`src/hdl/i2cms_pkg.sv`:
```
// ----------------------------------------------------------------------------
// i2cms_pkg
// Shared types and constants of the I2C master transaction sequencer.
// ----------------------------------------------------------------------------
package i2cms_pkg;

  // Default number of transmit buffer slots.
  localparam int unsigned SEND_DEPTH_DEF = 16;

  // Operation carried by an input word.
  typedef enum logic [1:0] {
    OP_LOAD   = 2'd0,
    OP_START  = 2'd1,
    OP_STATUS = 2'd2,
    OP_NOP    = 2'd3
  } op_e;

  // Command handed to the byte-level bus controller.
  typedef enum logic [2:0] {
    CMD_NONE  = 3'd0,
    CMD_START = 3'd1,
    CMD_STOP  = 3'd2,
    CMD_NACK  = 3'd3,
    CMD_ACK   = 3'd4
  } cmd_e;

  // Bus controller status codes, compared after masking the low three bits.
  localparam logic [7:0] STATUS_MASK      = 8'hF8;
  localparam logic [7:0] ST_START         = 8'h08;
  localparam logic [7:0] ST_RESTART       = 8'h10;
  localparam logic [7:0] ST_ADDR_W_ACK    = 8'h18;
  localparam logic [7:0] ST_ADDR_W_NACK   = 8'h20;
  localparam logic [7:0] ST_DATA_W_ACK    = 8'h28;
  localparam logic [7:0] ST_DATA_W_NACK   = 8'h30;
  localparam logic [7:0] ST_ADDR_R_ACK    = 8'h40;
  localparam logic [7:0] ST_ADDR_R_NACK   = 8'h48;
  localparam logic [7:0] ST_DATA_R_ACK    = 8'h50;
  localparam logic [7:0] ST_DATA_R_NACK   = 8'h58;

  // One input word.
  typedef struct packed {
    op_e        operation;
    logic [3:0] byte_index;
    logic [7:0] byte_value;
    logic [6:0] target_address;
    logic [4:0] write_length;
    logic [7:0] read_length;
    logic [7:0] bus_status;
    logic [7:0] bus_data_in;
  } item_t;

  // One result word.
  typedef struct packed {
    cmd_e       bus_command;
    logic       data_write_valid;
    logic [7:0] data_write_byte;
    logic       read_valid;
    logic [7:0] read_index;
    logic [7:0] read_byte;
    logic       write_done;
    logic       read_done;
    logic       bus_error;
  } result_t;

endpackage

```
`src/hdl/i2cms_in_stage.sv`:
```
// ----------------------------------------------------------------------------
// i2cms_in_stage
// Input register: captures one word and holds it until the engine takes it.
// ----------------------------------------------------------------------------
module i2cms_in_stage (
  input  logic                clk_i,
  input  logic                rst_ni,
  input  logic                in_valid_i,
  output logic                in_stall_o,
  input  i2cms_pkg::item_t    item_i,
  input  logic                take_i,
  output logic                valid_o,
  output i2cms_pkg::item_t    item_o
);
  import i2cms_pkg::*;

  logic  valid_q;
  item_t item_q;

  // The held word blocks a new one only while the engine cannot take it.
  assign in_stall_o = valid_q && !take_i;

  always_ff @(posedge clk_i or negedge rst_ni) begin
    if (!rst_ni) begin
      valid_q <= 1'b0;
    end else if (!in_stall_o) begin
      valid_q <= in_valid_i;
    end
  end

  always_ff @(posedge clk_i) begin
    if (!in_stall_o && in_valid_i) begin
      item_q <= item_i;
    end
  end

  assign valid_o = valid_q;
  assign item_o  = item_q;

endmodule

```
`src/hdl/i2cms_engine.sv`:
```
// ----------------------------------------------------------------------------
// i2cms_engine
// Transaction state, transmit buffer and the per-word decode of one step.
// ----------------------------------------------------------------------------
module i2cms_engine #(
  parameter int unsigned SEND_DEPTH = i2cms_pkg::SEND_DEPTH_DEF
) (
  input  logic                clk_i,
  input  logic                rst_ni,
  input  logic                fire_i,
  input  i2cms_pkg::item_t    item_i,
  output i2cms_pkg::result_t  result_o
);
  import i2cms_pkg::*;

  // Only the slots a four-bit index can reach are ever written.
  localparam int unsigned BufDepth = (SEND_DEPTH < 16) ? SEND_DEPTH : 16;
  localparam int unsigned BufIdxW  = (BufDepth > 1) ? $clog2(BufDepth) : 1;
  // A five-bit length is clipped to SEND_DEPTH, and to 31 at most.
  localparam int unsigned SatLen   = (SEND_DEPTH < 31) ? SEND_DEPTH : 31;

  logic       read_mode_q, read_mode_d;
  logic [4:0] send_pos_q, send_pos_d;
  logic [4:0] send_total_q, send_total_d;
  logic [7:0] recv_pos_q, recv_pos_d;
  logic [7:0] recv_total_q, recv_total_d;
  logic [6:0] peer_addr_q, peer_addr_d;
  logic [7:0] send_buf_q [BufDepth];

  logic [7:0] status;
  logic [7:0] recv_last;
  logic [7:0] slot_byte;
  logic [4:0] send_pos_inc;
  logic [4:0] wr_len;
  result_t    res;

  assign status       = item_i.bus_status & STATUS_MASK;
  assign recv_last    = recv_total_q - 8'd2;
  assign send_pos_inc = send_pos_q + 5'd1;
  assign slot_byte    = (send_pos_q < 5'(BufDepth)) ?
                        send_buf_q[send_pos_q[BufIdxW-1:0]] : 8'd0;
  assign wr_len       = (item_i.write_length > 5'(SatLen)) ?
                        5'(SatLen) : item_i.write_length;

  always_comb begin
    res          = '0;
    read_mode_d  = read_mode_q;
    send_pos_d   = send_pos_q;
    send_total_d = send_total_q;
    recv_pos_d   = recv_pos_q;
    recv_total_d = recv_total_q;
    peer_addr_d  = peer_addr_q;

    unique case (item_i.operation)
      OP_START: begin
        if (item_i.write_length == 5'd0 && item_i.read_length == 8'd0) begin
          // Nothing to move: report both phases done at once.
          res.write_done = 1'b1;
          res.read_done  = 1'b1;
        end else begin
          send_pos_d      = 5'd0;
          recv_pos_d      = 8'd0;
          send_total_d    = wr_len;
          recv_total_d    = item_i.read_length;
          peer_addr_d     = item_i.target_address;
          read_mode_d     = (wr_len == 5'd0);
          res.bus_command = CMD_START;
        end
      end
      OP_STATUS: begin
        unique case (status) inside
          ST_START, ST_RESTART: begin
            res.data_write_valid = 1'b1;
            res.data_write_byte  = {peer_addr_q, read_mode_q};
            res.bus_command      = CMD_NACK;
          end
          ST_ADDR_W_ACK, ST_DATA_W_ACK: begin
            if (send_pos_q < send_total_q) begin
              res.data_write_valid = 1'b1;
              res.data_write_byte  = slot_byte;
              res.bus_command      = CMD_NACK;
              res.write_done       = (send_pos_inc == send_total_q);
              send_pos_d           = send_pos_inc;
            end else if (status == ST_DATA_W_ACK) begin
              if (recv_total_q == 8'd0) begin
                res.bus_command = CMD_STOP;
              end else begin
                res.bus_command = CMD_START;
                read_mode_d     = 1'b1;
              end
            end
          end
          ST_ADDR_R_ACK: begin
            res.bus_command = (recv_total_q <= 8'd1) ? CMD_NACK : CMD_ACK;
          end
          ST_DATA_R_ACK: begin
            if (recv_total_q >= 8'd2 && recv_pos_q <= recv_last) begin
              res.read_valid  = 1'b1;
              res.read_index  = recv_pos_q;
              res.read_byte   = item_i.bus_data_in;
              res.bus_command = (recv_pos_q == recv_last) ? CMD_NACK : CMD_ACK;
              recv_pos_d      = recv_pos_q + 8'd1;
            end
          end
          ST_DATA_R_NACK: begin
            res.read_valid  = 1'b1;
            res.read_index  = recv_pos_q;
            res.read_byte   = item_i.bus_data_in;
            res.bus_command = CMD_STOP;
            res.read_done   = 1'b1;
          end
          ST_ADDR_W_NACK, ST_DATA_W_NACK, ST_ADDR_R_NACK: begin
            res.bus_command = CMD_STOP;
            res.bus_error   = 1'b1;
          end
          default: begin
          end
        endcase
      end
      OP_LOAD, OP_NOP: begin
      end
      default: begin
      end
    endcase
  end

  always_ff @(posedge clk_i or negedge rst_ni) begin
    if (!rst_ni) begin
      read_mode_q  <= 1'b0;
      send_pos_q   <= 5'd0;
      send_total_q <= 5'd0;
      recv_pos_q   <= 8'd0;
      recv_total_q <= 8'd0;
      peer_addr_q  <= 7'd0;
    end else if (fire_i) begin
      read_mode_q  <= read_mode_d;
      send_pos_q   <= send_pos_d;
      send_total_q <= send_total_d;
      recv_pos_q   <= recv_pos_d;
      recv_total_q <= recv_total_d;
      peer_addr_q  <= peer_addr_d;
    end
  end

  // Transmit buffer; slots beyond the depth are dropped.
  always_ff @(posedge clk_i) begin
    if (fire_i && item_i.operation == OP_LOAD &&
        {1'b0, item_i.byte_index} < 5'(BufDepth)) begin
      send_buf_q[item_i.byte_index[BufIdxW-1:0]] <= item_i.byte_value;
    end
  end

  assign result_o = res;

  // The send pointer never runs past the number of bytes to send.
  assert property (@(posedge clk_i) disable iff (!rst_ni)
    send_pos_q <= send_total_q)
    else $error("send position beyond send total");

  // A received byte always comes with an acknowledge choice or a stop.
  assert property (@(posedge clk_i) disable iff (!rst_ni)
    fire_i && res.read_valid |->
      (res.bus_command == CMD_ACK || res.bus_command == CMD_NACK ||
       res.bus_command == CMD_STOP))
    else $error("received byte without a bus command");

  // Write done alone marks the last data byte, which is then loaded.
  assert property (@(posedge clk_i) disable iff (!rst_ni)
    fire_i && res.write_done && !res.read_done |-> res.data_write_valid)
    else $error("write done without a loaded byte");

endmodule

```
`src/hdl/i2c_master_transaction_sequencer.sv`:
```
// ----------------------------------------------------------------------------
// i2c_master_transaction_sequencer
// Steps an I2C master through an optional write phase and an optional read
// phase joined by a repeated start, one bus event per word.
// ----------------------------------------------------------------------------
//
//   Channel   Handshake                 Payload
//   input     in_valid_i / in_stall_o   operation_i .. bus_data_in_i
//   output    out_valid_o / out_stall_i bus_command_o .. bus_error_o
//
// A word is taken every cycle when the output side does not stall; each
// input word gives exactly one output word, via the input and output registers.
// The step logic sits between the input register and the output register;
// the transaction state updates as a word moves into the output register.
// Reset clears the valid flags and the transaction state; the transmit
// buffer is not cleared and must be loaded before it is sent.
// A stall at the output holds the output word; the input register takes one
// more word only if it is empty, then the input stalls as well.
// ----------------------------------------------------------------------------
module i2c_master_transaction_sequencer #(
  parameter int unsigned SEND_DEPTH = i2cms_pkg::SEND_DEPTH_DEF
) (
  input  logic       clk_i,
  input  logic       rst_ni,
  input  logic       in_valid_i,
  output logic       in_stall_o,
  input  logic [1:0] operation_i,
  input  logic [3:0] byte_index_i,
  input  logic [7:0] byte_value_i,
  input  logic [6:0] target_address_i,
  input  logic [4:0] write_length_i,
  input  logic [7:0] read_length_i,
  input  logic [7:0] bus_status_i,
  input  logic [7:0] bus_data_in_i,
  output logic       out_valid_o,
  input  logic       out_stall_i,
  output logic [2:0] bus_command_o,
  output logic       data_write_valid_o,
  output logic [7:0] data_write_byte_o,
  output logic       read_valid_o,
  output logic [7:0] read_index_o,
  output logic [7:0] read_byte_o,
  output logic       write_done_o,
  output logic       read_done_o,
  output logic       bus_error_o
);
  import i2cms_pkg::*;

  item_t   in_item;
  item_t   held_item;
  logic    held_valid;
  logic    out_ready;
  logic    fire;
  result_t step_res;
  logic    out_valid_q;
  result_t out_q;

  // Pack the input ports into one word.
  always_comb begin
    in_item.operation      = op_e'(operation_i);
    in_item.byte_index     = byte_index_i;
    in_item.byte_value     = byte_value_i;
    in_item.target_address = target_address_i;
    in_item.write_length   = write_length_i;
    in_item.read_length    = read_length_i;
    in_item.bus_status     = bus_status_i;
    in_item.bus_data_in    = bus_data_in_i;
  end

  // The output register can load when it is empty or being drained.
  assign out_ready = !out_valid_q || !out_stall_i;
  assign fire      = held_valid && out_ready;

  i2cms_in_stage u_in_stage (
    .clk_i      (clk_i),
    .rst_ni     (rst_ni),
    .in_valid_i (in_valid_i),
    .in_stall_o (in_stall_o),
    .item_i     (in_item),
    .take_i     (out_ready),
    .valid_o    (held_valid),
    .item_o     (held_item)
  );

  i2cms_engine #(
    .SEND_DEPTH (SEND_DEPTH)
  ) u_engine (
    .clk_i    (clk_i),
    .rst_ni   (rst_ni),
    .fire_i   (fire),
    .item_i   (held_item),
    .result_o (step_res)
  );

  // Output register.
  always_ff @(posedge clk_i or negedge rst_ni) begin
    if (!rst_ni) begin
      out_valid_q <= 1'b0;
    end else if (out_ready) begin
      out_valid_q <= held_valid;
    end
  end

  always_ff @(posedge clk_i) begin
    if (fire) begin
      out_q <= step_res;
    end
  end

  assign out_valid_o        = out_valid_q;
  assign bus_command_o      = out_q.bus_command;
  assign data_write_valid_o = out_q.data_write_valid;
  assign data_write_byte_o  = out_q.data_write_byte;
  assign read_valid_o       = out_q.read_valid;
  assign read_index_o       = out_q.read_index;
  assign read_byte_o        = out_q.read_byte;
  assign write_done_o       = out_q.write_done;
  assign read_done_o        = out_q.read_done;
  assign bus_error_o        = out_q.bus_error;

endmodule
```
`config.mk`:
```
export PLATFORM = sky130hd
export DESIGN_NAME = i2c_master_transaction_sequencer
export DESIGN_NICKNAME = d
export VERILOG_FILES = /design/src/hdl/i2cms_pkg.sv /design/src/hdl/i2cms_in_stage.sv /design/src/hdl/i2cms_engine.sv /design/src/hdl/i2c_master_transaction_sequencer.sv
export SDC_FILE = /design/constraint.sdc
export NUM_CORES = 1
export LEC_CHECK = 0
export BUFFER_PORTS_ARGS = -buffer_cell sky130_fd_sc_hd__buf_2
export CAP_MARGIN = 20
export CORE_ASPECT_RATIO = 0.5
export CORE_MARGIN = 3
export CORE_UTILIZATION = 60
export CTS_BUF_LIST = sky130_fd_sc_hd__clkbuf_4 sky130_fd_sc_hd__clkbuf_8
export DETAILED_ROUTE_END_ITERATION = 10
export HOLD_SLACK_MARGIN = 0.15
export MAX_ROUTING_LAYER = met4
export PLACE_DENSITY = 0.8
export SLEW_MARGIN = 20
export SYNTH_ARGS = -nofsm -noshare
export SYNTH_HDL_FRONTEND = slang
export SYNTH_SLANG_ARGS = --single-unit
```
`constraint.sdc`:
```
create_clock -name clk_i -period 5 [get_ports clk_i]
set_clock_uncertainty 0.05 [all_clocks]
set_input_delay 0.5 -clock clk_i [delete_from_list [all_inputs] [get_ports clk_i]]
set_output_delay 0.5 -clock clk_i [all_outputs]
set_load 0.1 [all_outputs]
```
==> results summary <==
The flow ran to the end, and the final reports show no timing, DRC or antenna violations. The Yosys step of the flow raised 0 warnings. Of all flip-flops after synthesis, the portion carrying an async set or reset was 14.8%.

At the pin with the least slew margin, the transition time is 1.05 ns. The buffering stage count on the worst path with inverters included came out at 0. The register-to-register path setup slack came out at 1.61 ns. The maximum number of pins on one net before global-route repair is 48. The average via count per standard cell is 5.78. In the synthesized netlist, the cells that appear most often are 207 x sky130_fd_sc_hd__edfxtp_1, 40 x sky130_fd_sc_hd__mux4_2, 36 x sky130_fd_sc_hd__dfrtp_1, 33 x sky130_fd_sc_hd__o21ai_0, 30 x sky130_fd_sc_hd__inv_1. The mean instance size in the synthesized netlist came out at 16.8 um^2. The via count of the first global-routing pass came out at 6034. The starting density of the core is 63.2%.

After technology mapping, the gate count stands at 597. The average detailed-routed wire length per instance came out at 20.0 um. For the worst-skew pair, the clock arrives at the later sink with an insertion delay of 0.50 ns. The clock-pin slew of the registers on the worst-case setup and hold paths came out at 0.06 ns. The final antenna-violating net count is 0. STA puts the critical path data arrival time at 3.70 ns.

The largest stage delay on the critical path came out at 0.57 ns. The number of distinct library cells after synthesis came out at 62. The wire length after detailed routing came out at 19900 um. The maximum frequency from static timing analysis is 295 MHz. The deepest level of the CTS H-tree is 2. The number of placement rows is 32. The critical-path maximum fanout came out at 15. The kind of critical path is reg -> reg.

The most common cell in the synthesized netlist is sky130_fd_sc_hd__edfxtp_1. The net count of the finished layout is 821. TritonCTS built the clock tree. The data required time at the worst endpoint came out at 5.31 ns. The total I/O pin count is 88. The overall overflow remaining after global route came out at 0. CTS placed an instance of sky130_fd_sc_hd__clkbuf_8 at the clock tree root.

The multi-input combinational cell area came out at 0.00271 mm^2. Summing all non-filler instances in the final layout gives an area of 0.0118 mm^2. The HPWL after detailed placement is 12700 um. For this run, the leading register cell type out of synthesis is sky130_fd_sc_hd__edfxtp_1. The filler cell count in the final layout is 946. The critical path goes through or4_4, nor2_1, xnor2_1, ha_1, nand4_1, or2b_2, a221oi_4, a31oi_2, nor2_2, and2_1. The routed design could run at a clock period as short as 3.39 ns. Among cell families on the critical path, the largest total delay comes from simple AND/OR/NAND/NOR gates. The die width is 189 um. The number of hold-slack violations in the final timing report came to 0. The area growth from synthesis to layout came out at 18.0%.

After detailed routing, the number of remaining DRC violations is 0. The area inside the core boundary came out at 0.0159 mm^2. The vertical die dimension is 97.4 um.

The synthesized design contains 207 enable-type register cells. The leakage power is 4.29 nW. Setup violations remaining at the end of the flow were counted as 0. The longest clock path from root to sink contains 3 buffers. The post-synthesis instance area came out at 0.0100 mm^2. Counting every sink on the clock net gives 243. The final period utilization is 67.7%. The last weighted congestion value of the routability-driven placer came out at 0.879. By area the synthesized netlist is led by sky130_fd_sc_hd__edfxtp_1 62%, sky130_fd_sc_hd__dfrtp_1 9.0%, sky130_fd_sc_hd__mux4_2 9.0%. The count of instances resized after the clock tree is built came out at 0. The number of diodes is 0. The cell taking the most area after synthesis is sky130_fd_sc_hd__edfxtp_1. Setup total negative slack on the finished layout was measured at 0 ns. The floorplan die area is 0.0184 mm^2. The fraction of layout instances using a drive strength above 1 is 27.8%. In this run the worst hold path is classified as in -> reg. The number of max-slew violations in the final report came out at 0. Synthesis produced a netlist with a net count of 670.

The first routing iteration left 443 violations. The TritonCTS buffer count came out at 34. The relative max-transition margin came out at 30.3%. The via total after detailed routing came out at 5742. The category of the worst setup path launch point is a flip-flop. The power per unit of standard cell area came out at 367 mW/mm^2. The total routing resource utilization after global routing is 23.0%. Synthesis inferred 243 register bits.

The portion of the post-synthesis area used by sequential elements is 71.0%. The number of violations of the max-capacitance limit came out at 0. The largest vdd supply drop came out at 0.000199 V.

The hold buffer count at CTS came out at 49. The fraction of post-synthesis cell area in the top cell type by area is 62.0%. The number of antenna violations at the first check in global routing is 0. The count of buffers inserted at the top-level ports is 84. Summing all flip-flop and latch instances after layout gives 0.00712 mm^2. The first-pass GRT wire length is 31800 um. Once placement finished, the instance area stood at 0.0107 mm^2. For this design, the slowest cell found on the critical path is sky130_fd_sc_hd__or4_4. Setup repair after global routing left no endpoint under its margin. The buffer count from post-CTS setup fixing came out at 0. The detailed-router iteration count before antenna repair came out at 5. The worst setup path is captured at a flip-flop.
worst reg2reg max path: cells and delay by family (launching register included):
family | cells | cell delay (ns)
AOI/OAI and AO/OA | 2 | 0.56
xor gates and xnor gates | 1 | 0.09
adders and majority gates | 1 | 0.32
DFF | 1 | 0.42
and+or+nand+nor | 6 | 1.83
flip-flops by register name, indices dropped and copies added (netlist names):
register,flops
read_index_o,8
data_write_byte_o,8
u_engine.send_buf_q,128
u_engine.recv_pos_q,8
out_valid_o,1
u_engine.send_total_q,5
read_valid_o,1
bus_command_o,3
data_write_valid_o,1
u_engine.recv_total_q,8
u_in_stage.item_o,47
u_in_stage.valid_o,1
u_engine.send_pos_q,5
read_byte_o,8
u_engine.peer_addr_q,7
bus_error_o,1
write_done_o,1
read_done_o,1
u_engine.read_mode_q,1
stage by stage:
stage                     setup WS (ns)  utilization, %  power (mW)  hold slack, ns  instances
after floorplan                   0.785               -        2.74           0.154        597
after global placement             1.73            67.3        2.84           0.412        884
after detailed placement           1.66            67.3        2.86           0.417        884
after CTS                          1.61            74.6        4.36           0.213        994
after global routing               1.36            74.6        4.51           0.238        994
final                              1.61            74.6        4.34           0.237        994
area by class of cell:
cell class                 instances  share of cell area, %
sequential                       243                   60.2
multi-input combinational        301                   22.9
clock inverter                     9                  0.339
tap                              221                   2.34
inverter                          30                  0.952
clock buffer                      52                   5.21
timing repair buffer             138                   8.02
final timing paths:
path / startpoint / endpoint / depth (start not counted)
worst min-delay path: out_stall_i / out_valid_o$_DFFE_PN0N_ / 2
worst max-delay path: u_engine.recv_total_q[6]$_DFFE_PN0P_ / read_byte_o[6]$_SDFFCE_PN0P_ / 10
max in group asynchronous: rst_ni / u_engine.send_pos_q[1]$_DFFE_PN0P_ / 2
min in group asynchronous: rst_ni / out_valid_o$_DFFE_PN0N_ / 2
worst max register to register: u_engine.recv_total_q[6]$_DFFE_PN0P_ / read_byte_o[6]$_SDFFCE_PN0P_ / 10
worst min register to register: u_in_stage.item_o[32]$_DFFE_PP_ / u_engine.peer_addr_q[3]$_DFFE_PN0P_ / 1
kinds of logic after synthesis:
logic type	synth area share, %
flops	71.0
simple gates	7.64
compound gates	5.22
mux	10.7
buf+inv	2.12
fa+ha+maj	2.37
xor+xnor	0.962
layout by cell type, fill, tap and decap left out, types with 11 or more instances in the layout:
master	n
sky130_fd_sc_hd__and2_1	18
sky130_fd_sc_hd__buf_2	84
sky130_fd_sc_hd__clkbuf_4	16
sky130_fd_sc_hd__clkbuf_8	36
sky130_fd_sc_hd__dfrtp_1	34
sky130_fd_sc_hd__dlygate4sd3_1	49
sky130_fd_sc_hd__edfxtp_1	207
sky130_fd_sc_hd__ha_1	19
sky130_fd_sc_hd__inv_1	30
sky130_fd_sc_hd__mux2_2	13
sky130_fd_sc_hd__mux4_2	40
sky130_fd_sc_hd__nand2_1	27
sky130_fd_sc_hd__nand3_1	11
sky130_fd_sc_hd__nor2_1	26
sky130_fd_sc_hd__o21ai_0	33
report_power, final:
part	leakage (nW)	internal, mW	switching, mW
registers	2.38	2.30	0.0815
logic	1.56	0.168	0.299
clock network	0.350	0.786	0.699
layer usage:
layer	GRT usage (%)	up-vias	wire [um]
met4	6.17	0	480
met2	38.4	274	9950
li1	-	2623	-
met1	29.2	2793	7960
met5	-	-	0
met3	4.90	52	1530
Power figures use the tool's default switching activity.
